[config.mk]
export PLATFORM = sky130hd
export DESIGN_NAME = lpt_cell
export DESIGN_NICKNAME = d
export VERILOG_FILES = /design/src/rtl/lru_page_table_unit_defines.svh /design/src/rtl/lpt_pkg.sv /design/src/rtl/lpt_cell.sv
export SDC_FILE = /design/constraint.sdc
export NUM_CORES = 1
export LEC_CHECK = 0
export ABC_CLOCK_PERIOD_IN_PS = 2350
export BUFFER_PORTS_ARGS = -buffer_cell sky130_fd_sc_hd__clkbuf_2
export CAP_MARGIN = 20
export CORE_AREA = 2 2 104 106
export CTS_BUF_LIST = sky130_fd_sc_hd__clkbuf_4 sky130_fd_sc_hd__clkbuf_8
export DETAILED_ROUTE_END_ITERATION = 10
export DIE_AREA = 0 0 106 108
export PLACE_DENSITY = 0.75
export SLEW_MARGIN = 20
export SYNTH_ARGS = -nofsm -noshare
export SYNTH_HDL_FRONTEND = slang
export SYNTH_SLANG_ARGS = --single-unit
[constraint.sdc]
create_clock -name clk_i -period 2.35 [get_ports clk_i]
set_input_delay 0 -clock clk_i [delete_from_list [all_inputs] [get_ports clk_i]]
set_output_delay 0 -clock clk_i [all_outputs]
set_load 0.02 [all_outputs]
[src/rtl/lru_page_table_unit_defines.svh]
// Assertion macros shared by the LRU page table RTL.
`ifndef LRU_PAGE_TABLE_UNIT_DEFINES_SVH
`define LRU_PAGE_TABLE_UNIT_DEFINES_SVH

// Checks a property at every clock edge outside reset.
`define LPT_ASSERT(lbl, prop, msg) \
  lbl: assert property (@(posedge clk_i) disable iff (!rst_ni) prop) else $error(msg);

// Checks a property at every clock edge, reset included.
`define LPT_ASSERT_ALWAYS(lbl, prop, msg) \
  lbl: assert property (@(posedge clk_i) prop) else $error(msg);

`endif

[src/rtl/lpt_pkg.sv]
// Types and constants of the LRU page table.
`timescale 1ns / 1ps
`default_nettype none

package lpt_pkg;

  // Default sizing.
  localparam int CAPACITY    = 64;
  localparam int KEY_BITS    = 32;
  localparam int HANDLE_BITS = 32;

  // Capacity register.
  localparam int CFG_W = 7;
  localparam logic [CFG_W-1:0] CAP_RESET = 7'd64;

  // Request and status field widths.
  localparam int REQ_W    = 3;
  localparam int STATUS_W = 3;

  typedef enum logic [REQ_W-1:0] {
    REQ_FIND         = 3'd0,
    REQ_FETCH        = 3'd1,
    REQ_TOUCH        = 3'd2,
    REQ_EVICT_KEY    = 3'd3,
    REQ_EVICT_LRU    = 3'd4,
    REQ_INSERT       = 3'd5,
    REQ_EVICT_INSERT = 3'd6
  } req_e;

  typedef enum logic [STATUS_W-1:0] {
    STS_OK        = 3'd0,
    STS_ABSENT    = 3'd1,
    STS_DUPLICATE = 3'd2,
    STS_EMPTY     = 3'd3,
    STS_FULL      = 3'd4
  } status_e;

  // Command for one cell of the chain; each cell gets its own.
  typedef enum logic [2:0] {
    CELL_HOLD,
    CELL_SHIFT_DN,
    CELL_SHIFT_UP,
    CELL_CLEAR,
    CELL_SET_HANDLE
  } cell_cmd_e;

  typedef enum logic {
    ST_IDLE,
    ST_EXEC
  } state_e;

endpackage

`default_nettype wire

[src/rtl/lpt_cell.sv]
// One entry of the recency-ordered chain: key, handle and valid bit.
`timescale 1ns / 1ps
`default_nettype none

module lpt_cell #(
  parameter int KEY_BITS    = lpt_pkg::KEY_BITS,
  parameter int HANDLE_BITS = lpt_pkg::HANDLE_BITS
) (
  input  wire logic                   clk_i,
  input  wire logic                   rst_ni,
  input  wire lpt_pkg::cell_cmd_e     cmd_i,
  input  wire logic [KEY_BITS-1:0]    cmp_key_i,
  input  wire logic                   prev_valid_i,
  input  wire logic [KEY_BITS-1:0]    prev_key_i,
  input  wire logic [HANDLE_BITS-1:0] prev_handle_i,
  input  wire logic                   next_valid_i,
  input  wire logic [KEY_BITS-1:0]    next_key_i,
  input  wire logic [HANDLE_BITS-1:0] next_handle_i,
  input  wire logic [HANDLE_BITS-1:0] new_handle_i,
  output logic                        valid_o,
  output logic [KEY_BITS-1:0]         key_o,
  output logic [HANDLE_BITS-1:0]      handle_o,
  output logic                        hit_o
);

  logic                   valid_q, valid_d;
  logic [KEY_BITS-1:0]    key_q, key_d;
  logic [HANDLE_BITS-1:0] handle_q, handle_d;

  // Next contents: more recent or older neighbor, cleared valid, new handle, or hold.
  always_comb begin
    valid_d  = valid_q;
    key_d    = key_q;
    handle_d = handle_q;
    case (cmd_i)
      lpt_pkg::CELL_SHIFT_DN: begin
        valid_d  = prev_valid_i;
        key_d    = prev_key_i;
        handle_d = prev_handle_i;
      end
      lpt_pkg::CELL_SHIFT_UP: begin
        valid_d  = next_valid_i;
        key_d    = next_key_i;
        handle_d = next_handle_i;
      end
      lpt_pkg::CELL_CLEAR: begin
        valid_d = 1'b0;
      end
      lpt_pkg::CELL_SET_HANDLE: begin
        handle_d = new_handle_i;
      end
      default: begin
      end
    endcase
  end

  // The valid bit is control state and is reset.
  always_ff @(posedge clk_i or negedge rst_ni) begin
    if (!rst_ni) begin
      valid_q <= 1'b0;
    end else begin
      valid_q <= valid_d;
    end
  end

  // Payload needs no reset; it is read only while valid.
  always_ff @(posedge clk_i) begin
    key_q    <= key_d;
    handle_q <= handle_d;
  end

  assign valid_o  = valid_q;
  assign key_o    = key_q;
  assign handle_o = handle_q;
  assign hit_o    = valid_q && (key_q == cmp_key_i);

endmodule

`default_nettype wire

==> PnR_summary.wiki, run 1 <==
{| class="wikitable"
! Metric !! Value
|-
| Worst hold path type || input port to flip-flop
|-
| Type of element capturing the critical path || primary output
|-
| Worst reg-to-reg setup slack || between 1 and 1.5 ns
|-
| Number of antenna violations at the first check in global routing || 0
|-
| Leakage power figure || 0.00298 uW
|-
| Mapped Nets || 463
|-
| Row Count || 37
|-
| Mean routed wirelength per cell || 15.6 um
|-
| Initial cell density of the core || 32.1%
|-
| Number of clock sinks || 65
|-
| Count of pins on the block boundary || 265
|-
| Hold EP || handle_o[15]
|-
| Worst hold start || new_handle_i[15]
|-
| Final #Nets || about 860
|-
| Detailed Route WL || 12,600 um
|-
| Worst Hold Path Cells || 3
|-
| Full die area || 11,400 um2
|-
| Residual antenna-violating net count after detailed routing || 0
|-
| Max-slew headroom || 62.6%
|-
| Gate Count Post-Synth || ~260
|-
| Maximum clock path buffer count || 2
|-
| Avg Synthesized Cell Area || 12.5 um2
|-
| Path type of the worst setup path || flip-flop to primary output
|-
| Cell at the root of the clock tree || clkbuf_8
|-
| Transition at the pin with the smallest max-transition slack || 0.556 ns
|-
| Fin crit share || roughly nine tenths
|-
| GRT Util Overall || 21.8%
|-
| Worst flop-to-flop path startpoint || valid_o
|-
| Setup_tns || 0 ns
|-
| Wire length of the first global-routing pass || 19,000 um
|-
| Worst skew pair latency || 0.34 ns
|-
| Capture instance of the worst register-to-register path || valid_o
|-
| First-pass detailed-route iteration total || 4
|-
| Run status || finished clean
|-
| Clock buffer count from CTS || 9
|-
| Flops & latches, synth || 65
|-
| Synthesis-to-layout area growth || 92.0%
|-
| Commonest non-fill, non-tap cell in the layout || clkbuf_2
|-
| Detailed Route Iter0 Violations || 229
|-
| Weighted congestion at the end of routability-driven global placement || 0.842
|-
| Synthesis Warnings || 0
|-
| Crit path launch || key_o[23]
|-
| Horizontal die dimension || 106 um
|-
| Sum of net half-perimeters after detailed placement || 8010 um
|-
| Max H-tree Level || 3
|-
| Worst Path Max Fanout || 2
|-
| Fraction of the yosys area taken by sequential cells || 59.2%
|-
| Shortest period the worst path allows || about 2.1 ns
|-
| Synth Cell Area || 3290 um2
|-
| Number of vias per cell after detailed routing || between 4 and 5
|-
| Count of fill cells added during filler insertion || just under 800
|-
| Core area || a little over 10,000 um2
|-
| CP required || ~2.4 ns
|-
| CTS tree || built
|-
| Hold Violations, Final || 0
|-
| Worst vdd rail ir drop || 0.253 mV
|-
| Number of buffers added for setup after CTS || 0
|-
| Number of antenna cells inserted || 0
|-
| Achievable clock frequency || between 400 and 500 MHz
|-
| Vias in the first global route || a little over 4,000
|-
| Core Util, Final || 61.7%
|-
| Startpoint type of the worst setup path || flip-flop
|-
| Fraction of final layout cells with drive strength greater than 1 || between 40% and 50%
|-
| Total global routing overflow || 0
|-
| Count of pins over their slew limit || 0
|-
| Number of setup violations in the final report || 0
|-
| Die Ht || 108 um
|-
| Via count || 3,715
|-
| Most used cells in the layout excluding fill and tap cells || 264 x clkbuf_2, 133 x dlygate4sd3_1, 65 x nand2_1
|-
| Critical path data arrival time || 2.10 ns
|-
| Yosys cell types || 21
|-
| Count of unresolved DRC violations after routing || 0
|-
| Final clock skew || 0 ns
|-
| Max capacitance violation total || 0
|-
| Power density normalized to cell area || approximately 540 nW/um2
|-
| Maximum number of pins on one net before global-route repair || 33
|-
| Unrepaired setup endpoints after global routing || false
|-
| Count of buffers from port buffering || 264
|-
| Clock input transition at the sequential cells of the worst setup and hold paths || roughly 0.07 ns
|-
| Number of cells on the worst reg-to-reg path || 3
|}
## cell type report
| class | instances | area, um2 | area share [%] |
|---|---|---|---|
| Inverter | 1 | 3.75 | 0.0595 |
| Tap cell | 136 | 170 | 2.70 |
| Clock buffer | 12 | 146 | 2.32 |
| Sequential cell | 65 | 1950 | 30.9 |
| Multi-Input combinational cell | 184 | 1290 | 20.4 |
| Timing Repair Buffer | 403 | 2710 | 43.0 |
| Clock inverter | 4 | 43.8 | 0.694 |
## state kept, by name, summed over array words and instances, names as in the netlist
register,flops
valid_o,1
key_o,32
handle_o,32
## routing by layer
layer | vias up | share of wire [%] | track usage [%]
met1 | 1700 | 33 | 18.9
met5 | - | 0 | 0
met2 | 216 | 55 | 44.4
li1 | 1768 | - | -
met4 | 0 | 3.6 | 11.5
met3 | 31 | 7.9 | 6.33
## power breakdown
group	switching (uW)	leakage (uW)	total [uW]	internal, uW
Clock	420	0.000102	939	519
Sequential	64.3	0.000616	1500	1440
Combinational	477	0.00227	966	489
Total	961	0.00298	3410	2450
## metrics by stage
stage	instance area (um2)	std cells	hold slack, ns	total power (uW)	setup slack [ns]
after detailed placement	4790	656	-0.218	2260	0.604
after global routing	6310	805	0.0182	3560	0.140
after CTS	6310	805	0.000484	3420	0.207
after global placement	4790	656	-0.220	2230	0.657
after floorplan	3290	264	-0.296	1890	0.206
final	6310	805	0.0260	3410	0.254
## Yosys cell counts (all sizes together)
cell type / instances / area, um2
nor4: 7 / 43.8
nor2: 4 / 15.0
or2: 1 / 6.26
inv: 1 / 3.75
a22oi: 32 / 240
mux2: 32 / 360
nand2: 65 / 244
o21ai: 2 / 10.0
nand4: 1 / 6.26
xor2: 31 / 272
a31oi: 1 / 6.26
edfxtp: 64 / 1920
buf: 8 / 47.5
clkbuf: 6 / 22.5
nand3: 2 / 10.0
xnor2: 2 / 17.5
dfrtp: 1 / 25.0
nor3: 2 / 10.0
nor3b: 2 / 25.0
## worst max path at each step
stage,slack [ns],cells past startpoint,end
6_report,0.25,5,hit_o
4_1_cts,0.21,5,hit_o
3_5_place_dp,0.60,5,hit_o
3_3_place_gp,0.66,5,hit_o
2_1_floorplan,0.21,4,handle_o[0]
5_1_grt,0.14,5,hit_o
## critical path, stage by stage, from the launching register on
cell,delay [ns]
edfxtp_1,0.41
xor2_1,0.16
nor4_1,0.53
nand4_1,0.19
nor3_1,0.27
clkbuf_2,0.21
## logic make-up (layout without fill, tap and decap cells)
family          count (synthesis)  count (layout)  share of synthesized area [%]
compound gates                 35              35                           7.80
mux                            32              32                           11.0
buf+inv                        15             420                           2.25
simple gates                   84              84                           11.0
flops                          65              65                           59.2
xor+xnor                       33              33                           8.79
## what timing repair did
action | CTS | global route
gates resized for setup | 0 | 0
endpoints found under the hold margin | 66 | 0
hold buffers | 133 | 0
Note: power is estimated with default switching activity, not from simulation.
==> run 2: changes to the inputs <==
Settings changed: CORE_AREA 2 2 104 106 to 2 2 103 105, CTS_BUF_LIST sky130_fd_sc_hd__clkbuf_4 sky130_fd_sc_hd__clkbuf_8 to not set, DIE_AREA 0 0 106 108 to 0 0 105 107, PLACE_DENSITY 0.75 to 0.76.
==> run 2 against run 1 <==
Effect of this change:
- final cell count down 0.50%
- highest routed layer unchanged
- via count barely moved
- sequential power is essentially flat
- clock skew unchanged
- largest power group unchanged
- register-to-register slack gained 0.54 ns
==> PnR_summary.wiki, run 2 (synthesis gave the netlist of run 1 again) <==
{| class="wikitable"
! Metric !! Value
|-
| CTS tree || built
|-
| Number of clock sinks || 65
|-
| Power density normalized to cell area || roughly 530 nW/um2
|-
| Number of vias per cell after detailed routing || between 4 and 5
|-
| Weighted congestion at the end of routability-driven global placement || 0.785
|-
| Maximum clock path buffer count || 2
|-
| Maximum number of pins on one net before global-route repair || between 40 and 50
|-
| Placed instance count || roughly 660
|-
| Max H-tree Level || 3
|-
| Type of element capturing the critical path || primary output
|-
| Transition at the pin with the smallest max-transition slack || 0.535 ns
|-
| Residual antenna-violating net count after detailed routing || 0
|-
| Worst Path Max Fanout || 2
|-
| Most used cells in the layout excluding fill and tap cells || 264 x clkbuf_2, 130 x dlygate4sd3_1, 65 x nand2_1
|-
| Die Ht || 107 um
|-
| Met2 Resource Use GR || 40.5%
|-
| Total global routing overflow || 0
|-
| Detailed Route Iter0 Violations || around 210
|-
| Count of pins on the block boundary || 265
|-
| Horizontal die dimension || between 100 and 150 um
|-
| Row Count || 37
|-
| Critical path data arrival time || between 1.5 and 2 ns
|-
| Unrepaired setup endpoints after global routing || false
|-
| Fin crit share || 80.8%
|-
| Max-slew headroom || between 60% and 70%
|-
| Number of antenna cells inserted || 0
|-
| GRT Util Overall || 20.9%
|-
| Path type of the worst setup path || flip-flop to primary output
|-
| Number of buffers added for setup after CTS || 0
|-
| Full die area || 11,200 um2
|-
| Shortest period the worst path allows || 1.90 ns
|-
| First-pass detailed-route iteration total || 5
|-
| Run status || finished clean
|-
| Max capacitance violation total || 0
|-
| Worst hold path type || input port to flip-flop
|-
| Count of buffers from port buffering || 264
|-
| Number of antenna violations at the first check in global routing || 0
|-
| Initial cell density of the core || 32.6%
|-
| Count of unresolved DRC violations after routing || 0
|-
| Detailed Route WL || 11,700 um
|-
| Final #Nets || 860
|-
| Clock buffer count from CTS || 9
|-
| Synthesis-to-layout area growth || 90.2%
|-
| Cell at the root of the clock tree || clkbuf_8
|-
| Grt peak-use layer || met2
|-
| Clock input transition at the sequential cells of the worst setup and hold paths || 0.07 ns
|-
| Mean routed wirelength per cell || ~15 um
|-
| Leakage power figure || 0.00296 uW
|-
| Via count || 3,714
|-
| Commonest non-fill, non-tap cell in the layout || clkbuf_2
|-
| Global Route met3 Usage || 6.63%
|-
| Vias in the first global route || 3,911
|-
| CP required || 2.35 ns
|-
| Worst vdd rail ir drop || 0.318 mV
|-
| Worst skew pair latency || 0.33 ns
|-
| Final clock skew || 0 ns
|-
| Setup_tns || 0 ns
|-
| Achievable clock frequency || about 530 MHz
|-
| Number of setup violations in the final report || 0
|-
| Fraction of final layout cells with drive strength greater than 1 || 43.8%
|-
| Met1 Usage GRT || 20.1%
|-
| Number of non-filler instances in the completed layout || 801
|-
| Wire length of the first global-routing pass || 18,300 um
|-
| Count of pins over their slew limit || 0
|-
| Hold Violations, Final || 0
|-
| Sum of net half-perimeters after detailed placement || 7990 um
|-
| Core area || between 10,000 and 15,000 um2
|-
| Startpoint type of the worst setup path || flip-flop
|}
-- run 2: cell count changes in the layout (fill, tap and decap cells not counted), sizes merged --
cell / change
dlygate4sd3: -3
clkbuf: -2
clkinv: +1
-- run 2: worst max-delay path, stage by stage (launching register included) --
cell and delay (ns):
edfxtp_1 0.42, xor2_1 0.17, nor4_1 0.38, nand4_1 0.19
nor3_1 0.22, clkbuf_2 0.19
-- run 2: where the power goes --
| part | switching [uW] | total, uW | internal, uW |
|---|---|---|---|
| combinational | 462 | 945 | 483 |
| clock | 412 | 886 | 474 |
| sequential | 67.1 | 1510 | 1440 |
-- run 2: metrics by stage --
step                setup WS [ns]  power, uW  utilization [%]  hold WS, ns  instance area, um2
floorplan                   0.206       1890                -       -0.296                3290
global placement            0.824       2230             47.3       -0.224                4780
detailed placement          0.778       2250             47.3       -0.218                4780
CTS                         0.425       3370             62.0      0.00796                6250
global route                0.276       3510             62.0       0.0248                6250
finish                      0.451       3340             62.0       0.0360                6250
-- run 2: what timing repair did --
| item | CTS | global route |
|---|---|---|
| hold buffers | 130 | 0 |
| setup endpoints to repair | 0 | 0 |
| gates resized for setup | 0 | 0 |
| hold endpoints to repair | 65 | 0 |
-- run 2: layer usage --
metal	part of all wire (%)	vias to the layer above
li1	-	1763
met1	35	1721
met2	53	207
met3	9.3	23
met4	2.4	0
met5	0	-
-- run 2: worst paths after layout --
check / start / endpoint / slack (ns) / depth (start not counted)
worst min register to register: valid_o / valid_o / 0.64 / 2
worst max-delay path: key_o[4] / hit_o / 0.45 / 5
worst min-delay path: cmd_i[2] / valid_o / 0.04 / 2
worst max register to register: valid_o / valid_o / 1.59 / 2
min in group asynchronous: rst_ni / valid_o / 0.50 / 3
max in group asynchronous: rst_ni / valid_o / 1.74 / 3
-- run 2: area by class of cell --
cell class              count  area (um2)
fillers                   800        3840
repair buffers            400        2670
flip-flops and latches     65        1950
multi-input cells         184        1290
well taps                 136         170
clock buffers              10         128
clock inverters             5        47.5
inverters                   1        3.75
